File: config.mk
export PLATFORM = sky130hd
export DESIGN_NAME = ais_queue
export DESIGN_NICKNAME = d
export VERILOG_FILES = /design/src/rtl/core/ais_pkg.sv /design/src/rtl/core/ais_queue.sv
export SDC_FILE = /design/constraint.sdc
export NUM_CORES = 1
export LEC_CHECK = 0
export BUFFER_PORTS_ARGS = -buffer_cell sky130_fd_sc_hd__buf_2
export CAP_MARGIN = 20
export CORE_ASPECT_RATIO = 1.25
export CORE_MARGIN = 2
export CORE_UTILIZATION = 38
export CTS_BUF_LIST = sky130_fd_sc_hd__clkbuf_16
export DETAILED_ROUTE_END_ITERATION = 10
export SYNTH_ARGS = -nofsm -noshare
export SYNTH_HDL_FRONTEND = slang
export SYNTH_SLANG_ARGS = --single-unit
File: constraint.sdc
create_clock -name aclk -period 8.8 [get_ports aclk]
set_input_delay 0.44 -clock aclk [delete_from_list [all_inputs] [get_ports aclk]]
set_output_delay 0.44 -clock aclk [all_outputs]
set_load 0.1 [all_outputs]
File: src/rtl/core/ais_pkg.sv
// shared types, constants and register map of the affine inlier scorer
// no dependencies

package ais_pkg;

    localparam int COEF_W   = 32;
    localparam int PT_W     = 16;
    localparam int LIMIT_W  = 16;
    localparam int TALLY_W  = 13;
    localparam int SUM_W    = 29;
    localparam int PROD_W   = COEF_W + PT_W + 1;
    localparam int PSUM_W   = PROD_W + 1;
    localparam int TRANS_W  = COEF_W + 6;
    localparam int DIFF_W   = PSUM_W + 2;
    localparam int FRAC_SH  = 16;
    localparam int ADDR_W   = 5;
    localparam int DATA_W   = 32;
    localparam int STEP_W   = $clog2(SUM_W);
    localparam int QUEUE_DEPTH_DEF = 8;

    localparam logic [TALLY_W-1:0] TALLY_TOP = {TALLY_W{1'b1}};

    localparam logic [COEF_W-1:0]  COEF_ONE   = 32'h0001_0000;
    localparam logic [COEF_W-1:0]  COEF_ZERO  = 32'h0000_0000;
    localparam logic [LIMIT_W-1:0] LIMIT_RST  = 16'd48;

    typedef enum logic [2:0] {
        REG_COEF_A       = 3'd0,
        REG_COEF_B       = 3'd1,
        REG_COEF_C       = 3'd2,
        REG_COEF_D       = 3'd3,
        REG_COEF_E       = 3'd4,
        REG_COEF_F       = 3'd5,
        REG_INLIER_LIMIT = 3'd6
    } ais_reg_idx_t;

    typedef struct packed {
        logic [COEF_W-1:0]  coef_a;
        logic [COEF_W-1:0]  coef_b;
        logic [COEF_W-1:0]  coef_c;
        logic [COEF_W-1:0]  coef_d;
        logic [COEF_W-1:0]  coef_e;
        logic [COEF_W-1:0]  coef_f;
        logic [LIMIT_W-1:0] inlier_limit;
    } ais_cfg_t;

    typedef struct packed {
        logic [PT_W-1:0] resid_x;
        logic [PT_W-1:0] resid_y;
        logic            is_inlier;
        logic            last_pair;
    } ais_entry_t;

    typedef enum logic [1:0] {
        BK_IDLE = 2'd0,
        BK_DIV  = 2'd1,
        BK_OUT  = 2'd2
    } ais_back_state_t;

endpackage

File: src/rtl/core/ais_queue.sv
// circular item queue between front and back end
// depends on ais_pkg

module ais_queue import ais_pkg::*; #(
    parameter int DEPTH = QUEUE_DEPTH_DEF
) (
    input  logic                         aclk,
    input  logic                         aresetn,
    input  logic                         push,
    input  ais_entry_t                   push_entry,
    input  logic                         pop,
    output logic                         head_valid,
    output ais_entry_t                   head_entry,
    output logic [$clog2(DEPTH+1)-1:0]   count
);

    localparam int PTR_W = $clog2(DEPTH);
    localparam int CNT_W = $clog2(DEPTH + 1);
    localparam logic [PTR_W-1:0] PTR_LAST = PTR_W'(DEPTH - 1);

    ais_entry_t       buf_reg [DEPTH];
    logic [PTR_W-1:0] wr_ptr_reg, rd_ptr_reg;
    logic [CNT_W-1:0] count_reg;

    always_ff @(posedge aclk) begin
        if (!aresetn) begin
            wr_ptr_reg <= '0;
            rd_ptr_reg <= '0;
            count_reg  <= '0;
        end else begin
            if (push) begin
                wr_ptr_reg <= (wr_ptr_reg == PTR_LAST) ? '0 : wr_ptr_reg + 1'b1;
            end
            if (pop) begin
                rd_ptr_reg <= (rd_ptr_reg == PTR_LAST) ? '0 : rd_ptr_reg + 1'b1;
            end
            if (push && !pop) begin
                count_reg <= count_reg + 1'b1;
            end else if (pop && !push) begin
                count_reg <= count_reg - 1'b1;
            end
        end
    end

    always_ff @(posedge aclk) begin
        if (push) begin
            buf_reg[wr_ptr_reg] <= push_entry;
        end
    end

    assign head_valid = (count_reg != '0);
    assign head_entry = buf_reg[rd_ptr_reg];
    assign count      = count_reg;

endmodule

; ---- Word level (Yosys, flattened, before mapping)
; Memories as Yosys holds them, arrays and structs flattened. A register that Yosys moved wholly into a read port is not among the register bits.
; Cells that the tools add are included.
[totals]
n_memories = 1
output_inout_bits = 39
ff_bits = 10
mem_bits_rw = 272
elab_cells = 24
[memory_table]
columns = name, words, width, rd, rd_clocked_by_memory_dff, wr, line
row1 = buf_reg, 8, 34, 1, 1, 1, ais_queue.sv:21  ; ais_entry_t buf_reg [DEPTH];
[classes]
n_reduce_logical = 6
eq_ne = 2
n_mux = 8
add_sub_neg = 4
[ops]
columns = op, n
row1 = $mux W3, 4
row2 = $mux W4, 2
row3 = $add A3 B1 Y3 const B, 2
row4 = $eq A3 B3 Y1 const B, 2
row5 = $add A4 B1 Y4 const B, 1
row6 = $reduce_bool A4 Y1, 1
row7 = $sub A4 B1 Y4 const B, 1
row8 = $logic_and A1 B1 Y1, 2
row9 = $logic_not A1 Y1, 2
row10 = $mux W1, 2
row11 = $reduce_bool A2 Y1, 1

; ---- Longest topological paths before layout
[depth]
word_depth = 4
ltp_mapped = 8

; ---- Least setup slack after synthesis
; Ideal clock, no wire load.
[synth_path]
path_type = input to register
start = input port push
end = memory buf_reg[0][0] (netlist name) (enable)
stages = 2
setup_time_ns = 0.468
arrival_time_ns = 2.886
slack_ns = 5.447
t_required_ns = 8.332
path_cell_list = nand2b_1 nor3_1
[synth_via]
elab_chain_cells = 2
[synth_lines]
columns = element, line
row1 = from (decl), ais_queue.sv:9  ; input logic push,
row2 = $mux W1, ais_queue.sv:46  ; if (push) begin
row3 = $mux W1 (implied by the code), ais_queue.sv:47  ; buf_reg[wr_ptr_reg] <= push_entry;
row4 = to (decl), ais_queue.sv:21
; Every way passes these cells.

==> flow_summary.json <==
{
  "synth.net_count": 513,
  "path_max_fanout": 40,
  "postSynthAreaPerCell_um2": 23.6,
  "htreeDepth": 1,
  "drtPass1Iterations": 4,
  "setup_viol": 0,
  "fin_area_um2": 12700,
  "root_buffer": "clkbuf_16",
  "max_freq_mhz": 293,
  "path_clk_slew_ps": 60,
  "rsz0062_at_grt": "no",
  "cts.path.max_buffers": 3,
  "ys_types": 29,
  "grt_usage": 0.136,
  "synth_area_um2": 11000,
  "worstHoldStart": "push_entry[16]",
  "worstPathCellList": "buf_4 > buf_16 > mux4_1 > mux2_4 > buf_2",
  "ys.flop_type": "edfxtp_1",
  "largest_register_ffs": 272,
  "hold_path_class": "input pin to register",
  "worstPathRequired_ps": 8360,
  "p_leak_nw": 4.15,
  "post-place-ws_ps": 5610,
  "overflow": 0,
  "hold_viol_final": 0,
  "cts_tree": "built",
  "relSlewSlack": 0.314,
  "placed_area_um2": 11800,
  "yosys_register_bits": 285,
  "grt_pass1_vias": 5184,
  "nets": 606,
  "synthArstFlopShare": 0,
  "grt_max_degree": 69,
  "std_cell_rows": 69,
  "ant_nets": 0,
  "cpMaxStageDelayCell": "mux4_1",
  "core_area_um2": 28500,
  "min_path_cells": 1,
  "place_congestion": 0.678,
  "cts_hold_buf": 0,
  "status": "finished clean",
  "yosysSeqAreaShare": 0.766,
  "worst_pin_slew_ps": 1030,
  "min_period_over_period": 0.388,
  "rr_startpoint": "wr_ptr_reg[0]$_SDFFE_PN0P_",
  "fin_cells": 935,
  "ys_top_cells_by_area": "edfxtp_1, mux4_2, mux4_1",
  "ir_worst_vdd_uv": 129,
  "ff2ff_setup_slack_ps": 6830,
  "drtIter0Drc": 202,
  "tns_ps": 0,
  "final_util": 0.445,
  "yosysWarnings": 0,
  "area_growth_syn_to_layout_pct": 15.3,
  "powerDensity_nw_per_um2": 237,
  "timing.rr.end": "buf_reg[2][7]$_DFFE_PP_",
  "crit_arrival_ps": 2970,
  "yosysMostFrequentCell": "edfxtp_1",
  "clk_latency_ps": 520,
  "fp.dieH_um": 194,
  "wire_per_inst_um": 22.1,
  "synth_top_area_share": 0.743,
  "grt_first_pass_wirelength_um": 30900,
  "min_period_ps": 3410,
  "cts_buffers": 25,
  "placed_cells": 887,
  "hold_slack_ps": 184,
  "cap_viol_max_count": 0,
  "endpoint_kind": "output port",
  "worstHoldEndpoint": "buf_reg[2][16]$_DFFE_PP_",
  "cp-start-kind": "register",
  "antenna_found_initial": 2,
  "clock_sinks": 285,
  "cts_setup_buffers": 0,
  "vias": 4815,
  "via_per_inst": 5.15,
  "ios": 77,
  "setup_slack_ps": 5390,
  "drt-total-wl_um": 20600,
  "yosysTopAreaCell": "edfxtp_1",
  "io_buffers": 76,
  "fin_skew_ps": 5.33,
  "synth_edf_count": 272,
  "dieArea_um2": 30300,
  "start_util": 0.386,
  "cpPeakStageDelay_ps": 600,
  "slew_violations": 0,
  "drc": 0,
  "drive_above_1_share": 0.392,
  "cts_resized": 0,
  "syn_inst": 467,
  "r2r_cells": 3,
  "die_width_um": 156,
  "hpwlAfterDp_um": 11400,
  "p_total_mw": 3.00,
  "synth_common_cells": "edfxtp_1, mux4_2, mux2_4, mux2_2, dfxtp_1",
  "worstSetupPathType": "register to output port"
}
## cells in the final DEF (no fill, tap or decap), types with 3 or more instances in the layout
| cell | Yosys | final |
|---|---|---|
| nand2b_1 | 4 | 4 |
| clkbuf_16 | 0 | 26 |
| and2_1 | 4 | 4 |
| mux2i_1 | 4 | 4 |
| dfxtp_1 | 13 | 10 |
| bufinv_16 | 0 | 3 |
| buf_4 | 0 | 11 |
| nor2b_1 | 5 | 5 |
| mux4_1 | 12 | 12 |
| ha_1 | 7 | 7 |
| mux4_2 | 56 | 56 |
| a21oi_1 | 3 | 3 |
| nand2_1 | 7 | 7 |
| clkinv_1 | 0 | 5 |
| edfxtp_1 | 272 | 272 |
| buf_2 | 8 | 76 |
| mux2_4 | 20 | 20 |
| inv_1 | 2 | 6 |
| mux2_2 | 14 | 14 |
| nor2_4 | 0 | 6 |
| clkinv_2 | 0 | 4 |
## cell type report
type                       instances  area, um2
antenna                            1       2.50
clock buffer                      26        651
clock inverter                    20        178
fill                            2429      15800
inverter                           3       11.3
multi-input combinational        157       2460
sequential                       285       8440
tap                              355        444
timing repair buffer              88        490
## report_power, final
part | total, mW | internal (mW) | leakage (nW) | switching (mW)
Sequential | 1.54 | 1.52 | 2.58 | 0.0224
Combinational | 0.380 | 0.105 | 1.15 | 0.274
Clock | 1.08 | 0.625 | 0.421 | 0.456
Total | 3.00 | 2.25 | 4.15 | 0.753
## cell families after synthesis
| group | Yosys count | share of synthesized area |
|---|---|---|
| AND/OR/NAND/NOR | 33 | 0.0150 |
| multiplexers | 106 | 0.189 |
| XOR/XNOR | 2 | 0.00159 |
| AO/OA/AOI/OAI | 8 | 0.00410 |
| buffers and inverters | 25 | 0.0146 |
| adder cells (fa/ha/maj) | 8 | 0.00978 |
| flip-flops | 285 | 0.766 |
## how the worst max path moves through the flow
stage / start / to / cells after the start
CTS: register / head_entry[13] / 4
global route: register / head_entry[13] / 5
detailed placement: register / head_entry[13] / 4
finish: register / head_entry[13] / 5
global placement: register / head_entry[13] / 4
floorplan: push / buf_reg[0][0]$_DFFE_PP_ / 2
## routing by layer
layer / wire [um] / vias to the layer above / GRT usage
met4: 309 / 2 / 0.0333
met5: 16 / - / 0
met1: 8470 / 2553 / 0.166
met3: 924 / 23 / 0.0268
li1: - / 2149 / -
met2: 10900 / 88 / 0.247
## worst max-delay path, delay by kind of cell, from the launching register on
family                 cells  cell delay [ps]
flip-flops                 1              530
buffers and inverters      3              990
multiplexers               2              880
(Power assumes the default switching activity.)
