===== config.mk =====
export PLATFORM = sky130hd
export DESIGN_NAME = ais_back
export DESIGN_NICKNAME = d
export VERILOG_FILES = /design/src/rtl/core/ais_pkg.sv /design/src/rtl/core/ais_back.sv
export SDC_FILE = /design/constraint.sdc
export NUM_CORES = 1
export LEC_CHECK = 0
export BUFFER_PORTS_ARGS = -buffer_cell sky130_fd_sc_hd__buf_2
export CORE_MARGIN = 2
export CORE_UTILIZATION = 35
export DETAILED_ROUTE_END_ITERATION = 8
export SLEW_MARGIN = 40
export SYNTH_ARGS = -nofsm -noshare
export SYNTH_HDL_FRONTEND = slang
export SYNTH_SLANG_ARGS = --single-unit

===== constraint.sdc =====
create_clock -name aclk -period 6.2 [get_ports aclk]
set_clock_uncertainty 0.15 [all_clocks]
set_input_delay 1.24 -clock aclk [delete_from_list [all_inputs] [get_ports aclk]]
set_output_delay 1.24 -clock aclk [all_outputs]
set_load 0.01 [all_outputs]

===== src/rtl/core/ais_pkg.sv =====
// shared types, constants and register map of the affine inlier scorer
// no dependencies

package ais_pkg;

    localparam int COEF_W   = 32;
    localparam int PT_W     = 16;
    localparam int LIMIT_W  = 16;
    localparam int TALLY_W  = 13;
    localparam int SUM_W    = 29;
    localparam int PROD_W   = COEF_W + PT_W + 1;
    localparam int PSUM_W   = PROD_W + 1;
    localparam int TRANS_W  = COEF_W + 6;
    localparam int DIFF_W   = PSUM_W + 2;
    localparam int FRAC_SH  = 16;
    localparam int ADDR_W   = 5;
    localparam int DATA_W   = 32;
    localparam int STEP_W   = $clog2(SUM_W);
    localparam int QUEUE_DEPTH_DEF = 8;

    localparam logic [TALLY_W-1:0] TALLY_TOP = {TALLY_W{1'b1}};

    localparam logic [COEF_W-1:0]  COEF_ONE   = 32'h0001_0000;
    localparam logic [COEF_W-1:0]  COEF_ZERO  = 32'h0000_0000;
    localparam logic [LIMIT_W-1:0] LIMIT_RST  = 16'd48;

    typedef enum logic [2:0] {
        REG_COEF_A       = 3'd0,
        REG_COEF_B       = 3'd1,
        REG_COEF_C       = 3'd2,
        REG_COEF_D       = 3'd3,
        REG_COEF_E       = 3'd4,
        REG_COEF_F       = 3'd5,
        REG_INLIER_LIMIT = 3'd6
    } ais_reg_idx_t;

    typedef struct packed {
        logic [COEF_W-1:0]  coef_a;
        logic [COEF_W-1:0]  coef_b;
        logic [COEF_W-1:0]  coef_c;
        logic [COEF_W-1:0]  coef_d;
        logic [COEF_W-1:0]  coef_e;
        logic [COEF_W-1:0]  coef_f;
        logic [LIMIT_W-1:0] inlier_limit;
    } ais_cfg_t;

    typedef struct packed {
        logic [PT_W-1:0] resid_x;
        logic [PT_W-1:0] resid_y;
        logic            is_inlier;
        logic            last_pair;
    } ais_entry_t;

    typedef enum logic [1:0] {
        BK_IDLE = 2'd0,
        BK_DIV  = 2'd1,
        BK_OUT  = 2'd2
    } ais_back_state_t;

endpackage


===== src/rtl/core/ais_back.sv =====
// back end: inlier accumulation, serial mean divider and result register
// depends on ais_pkg

module ais_back import ais_pkg::*; (
    input  logic               aclk,
    input  logic               aresetn,
    input  logic               q_valid,
    input  ais_entry_t         q_entry,
    output logic               q_pop,
    output logic               m_valid,
    input  logic               m_ready,
    output logic [PT_W-1:0]    m_resid_x,
    output logic [PT_W-1:0]    m_resid_y,
    output logic               m_is_inlier,
    output logic [TALLY_W-1:0] m_total_inliers,
    output logic [PT_W-1:0]    m_mean_resid_x,
    output logic [PT_W-1:0]    m_mean_resid_y,
    output logic               m_set_done
);

    localparam logic [STEP_W-1:0] STEP_LAST = STEP_W'(SUM_W - 1);

    ais_back_state_t state_reg, state_next;

    logic [TALLY_W-1:0] tally_reg, tally_next;
    logic [SUM_W-1:0]   sumx_reg, sumx_next, sumy_reg, sumy_next;
    logic [SUM_W-1:0]   dvx_reg, dvx_next, dvy_reg, dvy_next;
    logic [TALLY_W-1:0] remx_reg, remx_next, remy_reg, remy_next;
    logic [TALLY_W-1:0] dsor_reg, dsor_next;
    logic [STEP_W-1:0]  step_reg, step_next;
    logic [PT_W-1:0]    rx_reg, rx_next, ry_reg, ry_next;
    logic [PT_W-1:0]    meanx_reg, meanx_next, meany_reg, meany_next;
    logic [TALLY_W-1:0] tot_reg, tot_next;
    logic               inl_reg, inl_next, done_reg, done_next;

    logic               take;
    logic [TALLY_W-1:0] tally_acc;
    logic [SUM_W-1:0]   sumx_acc, sumy_acc;
    logic [TALLY_W:0]   trial_x, trial_y, diff_x, diff_y;
    logic               ge_x, ge_y;
    logic [SUM_W-1:0]   quo_x, quo_y;

    // accumulation of the popped item
    assign take      = q_entry.is_inlier && (tally_reg != TALLY_TOP);
    assign tally_acc = tally_reg + {{(TALLY_W-1){1'b0}}, take};
    assign sumx_acc  = take ? sumx_reg + {{(SUM_W-PT_W){1'b0}}, q_entry.resid_x} : sumx_reg;
    assign sumy_acc  = take ? sumy_reg + {{(SUM_W-PT_W){1'b0}}, q_entry.resid_y} : sumy_reg;

    // one restoring division step per lane
    assign trial_x = {remx_reg, dvx_reg[SUM_W-1]};
    assign trial_y = {remy_reg, dvy_reg[SUM_W-1]};
    assign diff_x  = trial_x - {1'b0, dsor_reg};
    assign diff_y  = trial_y - {1'b0, dsor_reg};
    assign ge_x    = (trial_x >= {1'b0, dsor_reg});
    assign ge_y    = (trial_y >= {1'b0, dsor_reg});
    assign quo_x   = {dvx_reg[SUM_W-2:0], ge_x};
    assign quo_y   = {dvy_reg[SUM_W-2:0], ge_y};

    // handshake outputs
    always_comb begin
        q_pop   = 1'b0;
        m_valid = 1'b0;
        case (state_reg)
            BK_IDLE: q_pop = q_valid;
            BK_DIV:  q_pop = 1'b0;
            BK_OUT: begin
                m_valid = 1'b1;
                q_pop   = q_valid && m_ready;
            end
            default: q_pop = 1'b0;
        endcase
    end

    // next state
    always_comb begin
        state_next = state_reg;
        case (state_reg)
            BK_IDLE, BK_OUT: begin
                if (q_pop) begin
                    state_next = (q_entry.last_pair && tally_acc != '0) ? BK_DIV : BK_OUT;
                end else if (state_reg == BK_OUT && m_ready) begin
                    state_next = BK_IDLE;
                end
            end
            BK_DIV: begin
                if (step_reg == STEP_LAST) begin
                    state_next = BK_OUT;
                end
            end
            default: state_next = BK_IDLE;
        endcase
    end

    // datapath next values
    always_comb begin
        tally_next = tally_reg;
        sumx_next  = sumx_reg;
        sumy_next  = sumy_reg;
        dvx_next   = dvx_reg;
        dvy_next   = dvy_reg;
        remx_next  = remx_reg;
        remy_next  = remy_reg;
        dsor_next  = dsor_reg;
        step_next  = step_reg;
        rx_next    = rx_reg;
        ry_next    = ry_reg;
        inl_next   = inl_reg;
        done_next  = done_reg;
        tot_next   = tot_reg;
        meanx_next = meanx_reg;
        meany_next = meany_reg;
        if (q_pop) begin
            rx_next    = q_entry.resid_x;
            ry_next    = q_entry.resid_y;
            inl_next   = q_entry.is_inlier;
            done_next  = q_entry.last_pair;
            meanx_next = '0;
            meany_next = '0;
            dvx_next   = sumx_acc;
            dvy_next   = sumy_acc;
            remx_next  = '0;
            remy_next  = '0;
            dsor_next  = tally_acc;
            step_next  = '0;
            if (q_entry.last_pair) begin
                tot_next   = tally_acc;
                tally_next = '0;
                sumx_next  = '0;
                sumy_next  = '0;
            end else begin
                tot_next   = '0;
                tally_next = tally_acc;
                sumx_next  = sumx_acc;
                sumy_next  = sumy_acc;
            end
        end else if (state_reg == BK_DIV) begin
            dvx_next  = quo_x;
            dvy_next  = quo_y;
            remx_next = ge_x ? diff_x[TALLY_W-1:0] : trial_x[TALLY_W-1:0];
            remy_next = ge_y ? diff_y[TALLY_W-1:0] : trial_y[TALLY_W-1:0];
            step_next = step_reg + 1'b1;
            if (step_reg == STEP_LAST) begin
                meanx_next = quo_x[PT_W-1:0];
                meany_next = quo_y[PT_W-1:0];
            end
        end
    end

    always_ff @(posedge aclk) begin
        if (!aresetn) begin
            state_reg <= BK_IDLE;
            tally_reg <= '0;
            sumx_reg  <= '0;
            sumy_reg  <= '0;
            step_reg  <= '0;
        end else begin
            state_reg <= state_next;
            tally_reg <= tally_next;
            sumx_reg  <= sumx_next;
            sumy_reg  <= sumy_next;
            step_reg  <= step_next;
        end
    end

    always_ff @(posedge aclk) begin
        dvx_reg   <= dvx_next;
        dvy_reg   <= dvy_next;
        remx_reg  <= remx_next;
        remy_reg  <= remy_next;
        dsor_reg  <= dsor_next;
        rx_reg    <= rx_next;
        ry_reg    <= ry_next;
        inl_reg   <= inl_next;
        done_reg  <= done_next;
        tot_reg   <= tot_next;
        meanx_reg <= meanx_next;
        meany_reg <= meany_next;
    end

    assign m_resid_x       = rx_reg;
    assign m_resid_y       = ry_reg;
    assign m_is_inlier     = inl_reg;
    assign m_total_inliers = tot_reg;
    assign m_mean_resid_x  = meanx_reg;
    assign m_mean_resid_y  = meany_reg;
    assign m_set_done      = done_reg;

endmodule


Yosys cells after proc, flatten, opt, wreduce, memory -nomap -nowiden. Cells that the tools add are included. W data, S select, Z words.

$add $sub $neg: 6. Bitwise gates (word level): 1. Order comparisons: 2. Multiplexer cells: 18. Reduce and logical (&&, ||, !) cells: 11. Equality and inequality tests: 6.

Operators with widths (count): $mux W29 (8); $add A29 B16 Y29 (2); $mux W13 (3); $ge A14 B13 Y1 (2); $sub A13 B13 Y13 (2); $add A13 B1 Y13 (1); $ne A13 B13 Y1 const B (1); $reduce_bool A13 Y1 (1); $mux W2 (4); $add A5 B1 Y5 const B (1); $eq A5 B5 Y1 const B (1); $logic_and A1 B1 Y1 (4); $pmux W2 S2 (1); $reduce_and A2 Y1 (2); $reduce_or A2 Y1 (2); $ne A3 B3 Y1 const B (1); $eq A2 B1 Y1 const B (1); $eq A2 B2 Y1 const B (1); $logic_not A2 Y1 (1); $ne A2 B2 Y1 const B (1); $pmux W1 S2 (1); $reduce_bool A2 Y1 (1); $mux W1 (1); $not A1 Y1 (1).

Bits in registers: 254. Output and inout bits: 81. Input bits: 38. Logic and storage cells: 61.

Depth between registers and ports, before layout. Gate-level depths: netlist (run 1).

Word-level depth: 8. Gate-level depth with buffers: 19.

Worst setup path after synthesis (run 1). No wires, ideal clock.

Kind: input -> output. Start: in m_ready. End: out q_pop. Buffers on the path: 3. Required time: 4810 ps. Setup slack: 656 ps. Arrival time: 4154 ps. Stages on the path: 6. Cell sequence: nor2b_1 > or3b_2 > clkbuf_1 > inv_1 > clkbuf_1 > clkbuf_1.

Longest elaborated chain between the ends: 2.

Ends and longest elaborated chain: from (decl) (line ais_back.sv:11) `input logic m_ready,`; $logic_and A1 B1 Y1 (line ais_back.sv:68) `q_pop = q_valid && m_ready;`; $pmux W1 S2 (line ais_back.sv:63) `case (state_reg)`; to (decl) (line ais_back.sv:9) `output logic q_pop,`.

No other way between the ends.

Worst setup path after layout (run 1). Ends and elaborated chain as after synthesis.

==> summary.txt, run 1 <==
Worst setup path
  • Max stage delay on crit path: 0.57 ns
  • Delay-heaviest family, CP: buffers and inverters
  • Critical Path AT: 2.64 ns
  • CP max-delay cell: or3b_4
  • CP Class: in -> out
  • Crit Reg-Reg Startpoint: tally_reg[7]$_SDFFE_PN0P_
  • Crit-path max FO: 43
  • CP required: 4.81 ns
  • Critical path depth: 5
  • CP Launch Point: m_ready
  • Cell Chain, Critical Path: buf_2 -> nor2b_1 -> or3b_4 -> inv_6 -> buf_2
  • CP dominant cell by count: buf_2
  • R2R setup slack: 2.32 ns
  • Reg2Reg Depth: 13
  • Crit start category: primary input
  • Crit path capture: q_pop
  • Worst reg2reg endpoint: state_reg[0]$_SDFFE_PN0P_
  • Buf+Inv Stages, Crit Path: 3
  • CP Capture Type: output pin

Synth
  • Post-synth EDFFs: 118
  • Synth unique cells: 67
  • Largest area contributor in the netlist: edfxtp_1
  • Async S/R FF share, synth: 0
  • Avg Cell Area, Syn: 9.17 um2
  • Area share of the largest cell type after synthesis: 0.267
  • Synth Register Bits: 254
  • Yosys warnings: 0
  • Cells after Synth: 1450
  • Most used DFF post-synth: dfxtp_1
  • Mapped Area: 0.0133 mm2
  • Top cells by area, synth: edfxtp_1, dfxtp_1, nand2_1, ha_1, o21ai_0
  • Synthesized netlist net count: 1554
  • Register area share after synthesis: 0.471

Route
  • DRT antenna net count: 0
  • Via count: 10900
  • DR iter-0 viols: 716
  • WL final: 35000 um
  • Vias per cell: 5.29
  • DR DRC count: 0
  • DRT Pass-1 Iters: 8
  • Wire per inst: 17.0 um

Floorplan
  • Ports: 119
  • Row cnt: 71
  • Die X: 199 um
  • Die area: 0.0396 mm2
  • Starting density of the core: 0.354
  • Core area: 0.0376 mm2
  • Die H: 199 um

Finish
  • Post-route cell area: 0.0153 mm2
  • Inserted Diodes: 0
  • Synth-to-Final Area Change: 15.4%
  • Layout cells sized above 1: 0.130
  • Layout fillers: 3758
  • Post-route core utilization: 0.408
  • FF/Latch Area: 0.00627 mm2
  • Nets: 1635
  • Multi-input combinational cell area: 0.00657 mm2

CTS
  • Clock Path Buffers: 3
  • Clk Latency, worst-skew pair: 0.56 ns
  • Root Buffer: clkbuf_16
  • TritonCTS Buffers: 29
  • Post-CTS Repair Setup Buffers: 0
  • Clk pin slew, worst setup/hold paths: 0.06 ns
  • Number of gates resized after cts: 0
  • Hold_buf cts: 0
  • CTS sink count: 254
  • CTS H-tree lvls: 1
  • CTS tree: built

Global routing
  • First-pass GRT wire length: 55900 um
  • GRT Total Usage: 0.177
  • Grt ovf: 0
  • Largest net degree at the start of global routing: 80
  • Initial antenna violation count: 1
  • Number of global-route vias before repair: 10500

Placed design
  • Post-place setup slack: 1.79 ns
  • DP Area: 0.0144 mm2
  • Gp weighted congestion: 0.874
  • DP HPWL: 23700 um
  • Buffers on Ports: 118

STA
  • Final Hold Viols: 0
  • Setup TNS Final: 0 ns
  • Worst-Margin Slew: 0.730 ns
  • Hold Slack: 0.307 ns
  • Rel. slew slack: 0.513
  • RSZ-0062 raised after global routing: no
  • Fin crit share: 0.651
  • # setup viols final: 0
  • Min Clock Period, post-route: 4.03 ns
  • Pins over their slew limit: 0
  • Fmax: 248 MHz
  • Fin worst setup slack: 2.17 ns

Hold path
  • Hold Path Class: reg -> reg

Status
  • Status: completed

Power and ir drop
  • Lkg Pwr: 5.99 nW
  • Power Dens Cells: 272 mW/mm2
  • Worst VDD drop: 192 uV

Run
  • Max-cap violations: 0
[metrics by stage]
stage | total power [W] | std cells
finish | 0.00417 | 2065
floorplan | 0.00227 | 1450
CTS | 0.00421 | 2065
global placement | 0.00243 | 2011
detailed placement | 0.00244 | 2011
global route | 0.00434 | 2065
[Yosys cell counts, types with 8 or more instances]
library cell,n
edfxtp_1,118
o21ai_0,130
nor2b_1,16
o211ai_1,13
nand3_1,34
dfxtp_1,136
and3_1,20
or3_1,20
a211oi_1,10
clkbuf_1,76
nand2_1,219
inv_1,42
nor3_1,17
xor2_1,36
nand2b_1,8
ha_1,62
mux2i_1,17
a22o_1,13
xnor2_1,52
o21a_1,9
nor4_1,8
a21o_1,15
and2_1,10
a22oi_1,15
nor2_1,98
a31oi_1,28
a21oi_1,121
nand4_1,13
[worst min-delay path: cells and delay by family (launching register included)]
family	cells	cell delay (ns)
AND/OR/NAND/NOR	1	0.05
flip-flops	1	0.31
AO/OA/AOI/OAI	1	0.05
[per-layer routing]
| layer | global-route usage | share of wire | vias up |
|---|---|---|---|
| met3 | 0.0327 | 0.054 | 51 |
| met4 | 0.0431 | 0.020 | 2 |
| met5 | 0 | 0.00037 | - |
| met1 | 0.243 | 0.47 | 5210 |
| li1 | - | - | 5400 |
| met2 | 0.290 | 0.46 | 266 |
[layout by cell type, fill, tap and decap left out, types with 5 or more instances in the layout]
cell type / n
nand2_1: 219
dfxtp_1: 136
o21ai_0: 129
a21oi_1: 121
edfxtp_1: 118
buf_2: 118
nor2_1: 95
ha_1: 62
xnor2_1: 52
inv_1: 39
xor2_1: 36
nand3_1: 34
clkbuf_16: 29
a31oi_1: 27
and3_1: 20
or3_1: 20
buf_4: 18
nor3_1: 17
mux2i_1: 17
nor2b_1: 16
a21o_1: 15
a22oi_1: 15
nand4_1: 13
o211ai_1: 13
a22o_1: 13
a211oi_1: 10
and2_1: 10
o21a_1: 9
clkbuf_1: 9
nand2b_1: 8
nor4_1: 8
clkbuf_8: 7
o31a_1: 5
o41ai_1: 5
nand3b_1: 5
[report_power, final]
group	total [W]	internal [W]	leakage, nW	switching (W)
combinational	0.000489	0.000162	3.24	0.000327
sequential	0.00192	0.00187	2.26	0.0000426
clock	0.00176	0.00107	0.482	0.000696
total	0.00417	0.00310	5.99	0.00107
[logic make-up (layout without fill, tap and decap cells)]
kind of cell | Yosys count | after routing | synth area share
adder cells (fa/ha/maj) | 66 | 66 | 0.0644
multiplexers | 17 | 17 | 0.0128
buffers and inverters | 129 | 233 | 0.0371
AND/OR/NAND/NOR | 489 | 489 | 0.170
XOR/XNOR | 88 | 88 | 0.0580
AO/OA/AOI/OAI | 407 | 407 | 0.187
flip-flops | 254 | 254 | 0.471
[cell type report]
cell class	instances	area share
repair buffers	136	0.0473
well taps	511	0.0417
clock buffers	45	0.0558
flip-flops and latches	254	0.408
multi-input cells	1067	0.428
clock inverters	9	0.00799
inverters	43	0.0108
[worst min path at each step]
stage | startpoint | to | cells after the start | slack, ns
after floorplan | remx_reg[12]$_SDFFE_PP0P_ | remx_reg[12]$_SDFFE_PP0P_ | 2 | 0.28
after global placement | m_mean_resid_x[15]$_SDFFE_PP0P_ | m_mean_resid_x[15]$_SDFFE_PP0P_ | 2 | 0.29
after detailed placement | m_mean_resid_y[6]$_SDFFE_PP0P_ | m_mean_resid_y[6]$_SDFFE_PP0P_ | 2 | 0.30
after CTS | m_mean_resid_y[14]$_SDFFE_PP0P_ | m_mean_resid_y[14]$_SDFFE_PP0P_ | 2 | 0.31
after global routing | m_mean_resid_x[7]$_SDFFE_PP0P_ | m_mean_resid_x[7]$_SDFFE_PP0P_ | 2 | 0.33
final | m_mean_resid_x[13]$_SDFFE_PP0P_ | m_mean_resid_x[13]$_SDFFE_PP0P_ | 2 | 0.31
(Power assumes the default switching activity.)
==> run 2, diff against run 1 <==
clock period = 3.6 ns   (was 6.2 ns; I/O delays follow)
==> run 2 against run 1 <==
Net effect:
- global-route usage shrank 0.32 points
- routed wire length is essentially flat
- flip-flop and latch count is the same
- clock power grew 69%
- critical path depth grew 8
- largest power group unchanged
- count of clock-buffer cells in the layout grew 1
- worst setup slack lost 1.9 ns
- non-clock buffer count grew 28
==> summary.txt, run 2 (synthesized netlist as in run 1, its figures left out) <==
STA
  • Min Clock Period, post-route: 3.34 ns
  • Final Hold Viols: 0 (unchanged)
  • RSZ-0062 raised after global routing: no (unchanged)
  • Rel. slew slack: 0.484 (was 0.513)
  • Fmax: 300 MHz
  • Worst-Margin Slew: 0.774 ns (was 0.730 ns)
  • Pins over their slew limit: 0 (unchanged)
  • Hold Slack: 0.194 ns (was 0.307 ns)
  • Fin crit share: 0.927
  • # setup viols final: 0 (unchanged)

Route
  • Uppermost layer routed: met5 (unchanged)
  • DRT Pass-1 Iters: 7 (was 8)
  • Met1 WL: 16300 um (about the same)
  • Met2 WL: 16100 um (was 16000 um)
  • Wire per inst: 16.7 um (was 17.0 um)
  • Vias per cell: 5.25 (was 5.29)
  • WL final: 35000 um (about the same)
  • DRT antenna net count: 0 (unchanged)
  • Metal3 WL: 1770 um (was 1900 um)
  • DR iter-0 viols: 698 (was 716)
  • DR DRC count: 0 (unchanged)
  • Via count: 11000 (was 10900)

Run
  • Max-cap violations: 0 (unchanged)

Worst setup path
  • Crit-path max FO: 9 (was 43)
  • Delay-heaviest family, CP: simple AND/OR/NAND/NOR gates (was buffers and inverters)
  • Buf+Inv Stages, Crit Path: 2 (was 3)
  • CP Class: reg -> reg (was in -> out)
  • Critical Path AT: 3.69 ns (was 2.64 ns)
  • CP max-delay cell: dfxtp_2 (was or3b_4)
  • CP Capture Type: flip-flop (was output pin)
  • CP dominant cell by count: nor3_2 (was buf_2)
  • CP required: 3.95 ns (was 4.81 ns)
  • Cell Chain, Critical Path: nand4_1 -> o41ai_4 -> inv_2 -> ha_4 -> ha_2 -> nand3_4 -> or2_4 -> nor3_2 -> xnor2_1 -> inv_1 -> or4_1 -> nor3_2 -> o211a_1 (was buf_2 -> nor2b_1 -> or3b_4 -> inv_6 -> buf_2)
  • Max stage delay on crit path: 0.43 ns (was 0.57 ns)
  • Crit start category: flip-flop (was primary input)

CTS
  • Clk Latency, worst-skew pair: 0.58 ns (was 0.56 ns)
  • Hold_buf cts: 0 (unchanged)
  • CTS tree: built (unchanged)
  • CTS H-tree lvls: 1 (unchanged)
  • CTS sink count: 254 (unchanged)
  • Root Buffer: clkbuf_16 (unchanged)
  • Post-CTS Repair Setup Buffers: 0 (unchanged)
  • Clk pin slew, worst setup/hold paths: 0.06 ns (about the same)
  • TritonCTS Buffers: 30 (was 29)
  • Clock Path Buffers: 3 (unchanged)

Floorplan
  • Starting density of the core: 0.354 (unchanged)
  • Die area: 0.0396 mm2 (unchanged)
  • Ports: 119 (unchanged)
  • Die H: 199 um (unchanged)
  • Die X: 199 um (unchanged)
  • Row cnt: 71 (unchanged)
  • Core area: 0.0376 mm2 (unchanged)

Global routing
  • Number of global-route vias before repair: 10500 (about the same)
  • Grt ovf: 0 (unchanged)
  • GRT Total Usage: 0.174 (was 0.177)
  • Largest net degree at the start of global routing: 103 (was 80)
  • Initial antenna violation count: 2 (was 1)
  • First-pass GRT wire length: 55400 um (was 55900 um)

Power and ir drop
  • Power share of the sequential group: 0.461 (was 0.460)
  • Clk pwr share: 0.417 (was 0.423)
  • Power Dens Cells: 458 mW/mm2 (was 272 mW/mm2)
  • Internal power: 0.00529 W (was 0.00310 W)
  • Worst VDD drop: 439 uV (was 192 uV)
  • Sw frac: 0.260 (was 0.256)
  • Lkg Pwr: 6.13 nW (was 5.99 nW)
  • Comb power frac: 0.122 (was 0.117)
  • Switching Power: 0.00186 W (was 0.00107 W)

Finish
  • Layout cells sized above 1: 0.149 (was 0.130)
  • Layout fillers: 3732 (was 3758)
  • Most frequent cells in the layout: nand2_1, dfxtp_1, o21ai_0 (unchanged)
  • Nets: 1664 (was 1635)
  • Synth-to-Final Area Change: 17.5% (was 15.4%)
  • Final cell count without fillers: 2095 (was 2065)
  • Commonest non-fill, non-tap cell in the layout: nand2_1 (unchanged)

Status
  • Status: completed (unchanged)

Placed design
  • Buffers on Ports: 118 (unchanged)
  • Gp weighted congestion: 0.886 (was 0.874)
  • Post-Place Cells: 2039 (was 2011)
  • DP HPWL: 23500 um (was 23700 um)

Hold path
  • Hold Path Class: in -> reg (was reg -> reg)
[run 2: cell types whose count changed in the layout (fill, tap and decap cells not counted), moves of 3 or more]
cell,change
buf_4,+24
buf_12,+3
clkbuf_1,+3
clkbuf_8,-3
dfxtp_1,-3
dfxtp_2,+3
[run 2: per-layer routing]
layer  track usage  up-vias
met5             0        -
li1              -     5447
met4        0.0448        2
met2         0.289      238
met1         0.236     5257
met3        0.0292       50
[run 2: worst paths after layout]
path | start | endpoint | slack (ns) | depth (start not counted)
worst max register to register | tally_reg[2]$_SDFFE_PN0P_ | state_reg[1]$_SDFFE_PN0P_ | 0.26 | 13
worst max-delay path | tally_reg[2]$_SDFFE_PN0P_ | state_reg[1]$_SDFFE_PN0P_ | 0.26 | 13
worst min register to register | m_mean_resid_x[1]$_SDFFE_PP0P_ | m_mean_resid_x[1]$_SDFFE_PP0P_ | 0.30 | 2
worst min-delay path | q_entry[23] | m_resid_x[5]$_DFFE_PP_ | 0.19 | 1
[run 2: final cells by class]
class / count / area [um2] / share of cell area
Antenna cell: 1 / 2.50 / 0.000160
Clock buffer: 46 / 851 / 0.0545
Timing Repair Buffer: 164 / 977 / 0.0626
Tap cell: 511 / 639 / 0.0409
Inverter: 43 / 166 / 0.0107
Multi-Input combinational cell: 1067 / 6600 / 0.423
Sequential cell: 254 / 6270 / 0.401
Clock inverter: 9 / 111 / 0.00713
[run 2: power groups by stage]
stage	clock, W	sequential (W)	combinational [W]
after floorplan	0	0.00336	0.000551
after global placement	0	0.00336	0.000861
after detailed placement	0	0.00336	0.000869
after CTS	0.00306	0.00330	0.000875
after global routing	0.00317	0.00331	0.000969
final	0.00298	0.00330	0.000869
[run 2: repair_timing]
| action | 4_1_cts | 5_1_grt |
|---|---|---|
| resized for setup | 0 | 1 |
| hold endpoints to repair | 0 | 0 |
| endpoints found under the setup margin | 0 | 1 |
[run 2: stage by stage]
step | total power (W) | area [um2] | util | setup slack [ns] | setup TNS, ns
final | 0.00715 | 15600 | 0.416 | 0.263 | 0
after global routing | 0.00746 | 15600 | 0.416 | 0.0217 | 0
after CTS | 0.00723 | 15600 | 0.416 | 0.258 | 0
after detailed placement | 0.00423 | 14700 | 0.390 | -0.239 | -1.85
after global placement | 0.00422 | 14600 | 0.390 | -0.188 | -1.42
after floorplan | 0.00391 | 13400 | - | 0.00252 | 0
==> run 3, diff against run 2 <==
--- a/config.mk
+++ b/config.mk
@@ -11,2 +11,3 @@
 export DETAILED_ROUTE_END_ITERATION = 8
+export HOLD_SLACK_MARGIN = 0.08
 export SLEW_MARGIN = 40
==> constraint.sdc (replaced) <==
create_clock -name aclk -period 3.6 [get_ports aclk]
set_clock_uncertainty 0.15 [all_clocks]
set_input_delay 0 -clock aclk [delete_from_list [all_inputs] [get_ports aclk]]
set_output_delay 0 -clock aclk [all_outputs]
set_load 0.01 [all_outputs]
==> run 3 against run 2 <==
Net effect:
- non-clock buffer count grew 52
- flip-flop and latch count is the same
- highest routed layer unchanged
- largest cell class unchanged
- total power grew 1.6%
- global-route usage grew 0.34 points
- clock power grew 3%
- sequential share of layout area shrank 1.4 points
==> summary.txt, run 3 (synthesized netlist as in run 1, its figures left out) <==
Floorplan
  • Die H: 199 um (unchanged)
  • Ports: 119 (unchanged)
  • Row cnt: 71 (unchanged)
  • Core area: 0.0376 mm2 (unchanged)
  • Die area: 0.0396 mm2 (unchanged)
  • Starting density of the core: 0.354 (unchanged)
  • Die X: 199 um (unchanged)

Worst setup path
  • CP required: 3.88 ns (was 3.95 ns)
  • CP Capture Type: flip-flop (unchanged)
  • Crit start category: flip-flop (unchanged)
  • Critical Path AT: 3.57 ns (was 3.69 ns)
  • Crit-path max FO: 13 (was 9)
  • CP Class: reg -> reg (unchanged)

Route
  • DRT antenna net count: 0 (unchanged)
  • WL final: 35100 um (was 35000 um)
  • DR iter-0 viols: 706 (was 698)
  • DR DRC count: 0 (unchanged)
  • Wire per inst: 16.4 um (was 16.7 um)
  • DRT Pass-1 Iters: 5 (was 7)
  • Via count: 11200 (was 11000)
  • Vias per cell: 5.21 (was 5.25)

Hold path
  • Hold Path Class: in -> reg (unchanged)

STA
  • RSZ-0062 raised after global routing: no (unchanged)
  • # setup viols final: 0 (unchanged)
  • Fin crit share: 0.914 (was 0.927)
  • Final Hold Viols: 0 (unchanged)
  • Rel. slew slack: 0.493 (was 0.484)
  • Fmax: 304 MHz (was 300 MHz)
  • Worst-Margin Slew: 0.760 ns (was 0.774 ns)
  • Pins over their slew limit: 0 (unchanged)
  • Min Clock Period, post-route: 3.29 ns (was 3.34 ns)
  • Setup TNS Final: 0 ns (unchanged)

Power and ir drop
  • Switching Power: 0.00187 W (was 0.00186 W)
  • Lkg Pwr: 6.34 nW (was 6.13 nW)
  • Sw frac: 0.258 (was 0.260)
  • Clk pwr share: 0.421 (was 0.417)
  • Internal power: 0.00539 W (was 0.00529 W)
  • Power Dens Cells: 449 mW/mm2 (was 458 mW/mm2)
  • Comb power frac: 0.126 (was 0.122)
  • Worst VDD drop: 383 uV (was 439 uV)
  • Power share of the sequential group: 0.453 (was 0.461)

Run
  • Max-cap violations: 0 (unchanged)

Finish
  • Post-route core utilization: 0.431 (was 0.416)
  • Nets: 1716 (was 1664)
  • Synth-to-Final Area Change: 21.8% (was 17.5%)
  • Layout cells sized above 1: 0.136 (was 0.149)
  • Final cell count without fillers: 2148 (was 2095)
  • Most frequent cells in the layout: nand2_1, dfxtp_1, o21ai_0 (unchanged)
  • Commonest non-fill, non-tap cell in the layout: nand2_1 (unchanged)

CTS
  • TritonCTS Buffers: 30 (unchanged)
  • Post-CTS Repair Setup Buffers: 0 (unchanged)
  • Clk Latency, worst-skew pair: 0.57 ns (was 0.58 ns)
  • CTS sink count: 254 (unchanged)
  • Clk pin slew, worst setup/hold paths: 0.06 ns (about the same)
  • Clock Path Buffers: 3 (unchanged)
  • CTS H-tree lvls: 1 (unchanged)
  • Number of gates resized after cts: 0 (unchanged)
  • Root Buffer: clkbuf_16 (unchanged)
  • CTS tree: built (unchanged)

Placed design
  • Gp weighted congestion: 0.884 (was 0.886)
  • Buffers on Ports: 118 (unchanged)
  • DP HPWL: 23100 um (was 23500 um)
  • Post-Place Cells: 2022 (was 2039)

Global routing
  • First-pass GRT wire length: 56600 um (was 55400 um)
  • Initial antenna violation count: 1 (was 2)
  • Largest net degree at the start of global routing: 104 (was 103)
  • Number of global-route vias before repair: 10900 (was 10500)
  • GRT Total Usage: 0.178 (was 0.174)
  • Grt ovf: 0 (unchanged)

Status
  • Status: completed (unchanged)
[run 3: cell count changes in the layout (fill, tap and decap cells not counted), moves of 2 or more]
cell,before,now
o21ai_1,4,2
dlygate4sd3_1,0,69
buf_12,3,1
clkbuf_8,4,2
o21ai_0,127,129
clkinv_1,1,3
buf_4,42,27
clkinv_2,3,6
clkbuf_1,12,7
[run 3: area by class of cell]
class / count / area [um2]
clock buffers: 40 / 830
well taps: 511 / 639
clock inverters: 16 / 164
diodes: 1 / 2.50
fillers: 3629 / 21400
inverters: 43 / 166
repair buffers: 216 / 1520
flip-flops and latches: 254 / 6270
multi-input cells: 1067 / 6610
[run 3: worst max-delay path, stage by stage (launching register included)]
cell and delay [ns]:
edfxtp_1 0.39, ha_1 0.23, fa_1 0.38, nor2b_1 0.23, o31a_1 0.26, a21oi_1 0.10, o41ai_1 0.47, a31oi_2 0.34
buf_4 0.30, a32oi_1 0.21, o31ai_1 0.09
[run 3: power groups by stage]
stage / Sequential [W] / Combinational, W / Clock, W
finish: 0.00330 / 0.000912 / 0.00306
global placement: 0.00335 / 0.000844 / 0
detailed placement: 0.00336 / 0.000849 / 0
floorplan: 0.00336 / 0.000551 / 0
global route: 0.00332 / 0.00101 / 0.00326
CTS: 0.00330 / 0.000914 / 0.00315
[run 3: repair_timing]
| item | CTS | global route |
|---|---|---|
| endpoints found under the hold margin | 141 | 0 |
| endpoints found under the setup margin | 0 | 0 |
| hold buffers | 69 | 0 |
[run 3: path summary, 6_finish.rpt]
check        slack [ns]                      startpoint  cells past startpoint                             end
max                0.31           dsor_reg[0]$_DFFE_PP_                     10       remy_reg[12]$_SDFFE_PP0P_
min                0.11                     q_entry[33]                      2         m_resid_x[15]$_DFFE_PP_
max reg2reg        0.31           dsor_reg[0]$_DFFE_PP_                     10       remy_reg[12]$_SDFFE_PP0P_
min reg2reg        0.30  m_mean_resid_y[4]$_SDFFE_PP0P_                      2  m_mean_resid_y[4]$_SDFFE_PP0P_
[run 3: per-stage QoR]
| stage | hold WS, ns | total power [W] | worst slack, ns | cell area (um2) |
|---|---|---|---|---|
| finish | 0.111 | 0.00727 | 0.309 | 16200 |
| floorplan | -0.0511 | 0.00391 | -0.0116 | 13400 |
| detailed placement | 0.0608 | 0.00421 | 0.364 | 14500 |
| global placement | 0.0622 | 0.00420 | 0.459 | 14500 |
| CTS | 0.0874 | 0.00736 | 0.330 | 16200 |
| global route | 0.112 | 0.00759 | 0.0571 | 16200 |
[run 3: per-layer routing]
| metal | vias up | GRT usage | routed length (um) |
|---|---|---|---|
| li1 | 5559 | - | - |
| met1 | 5354 | 0.235 | 16300 |
| met2 | 224 | 0.297 | 16300 |
| met3 | 51 | 0.0324 | 1660 |
| met4 | 2 | 0.0473 | 773 |
| met5 | - | 0.0128 | 67 |
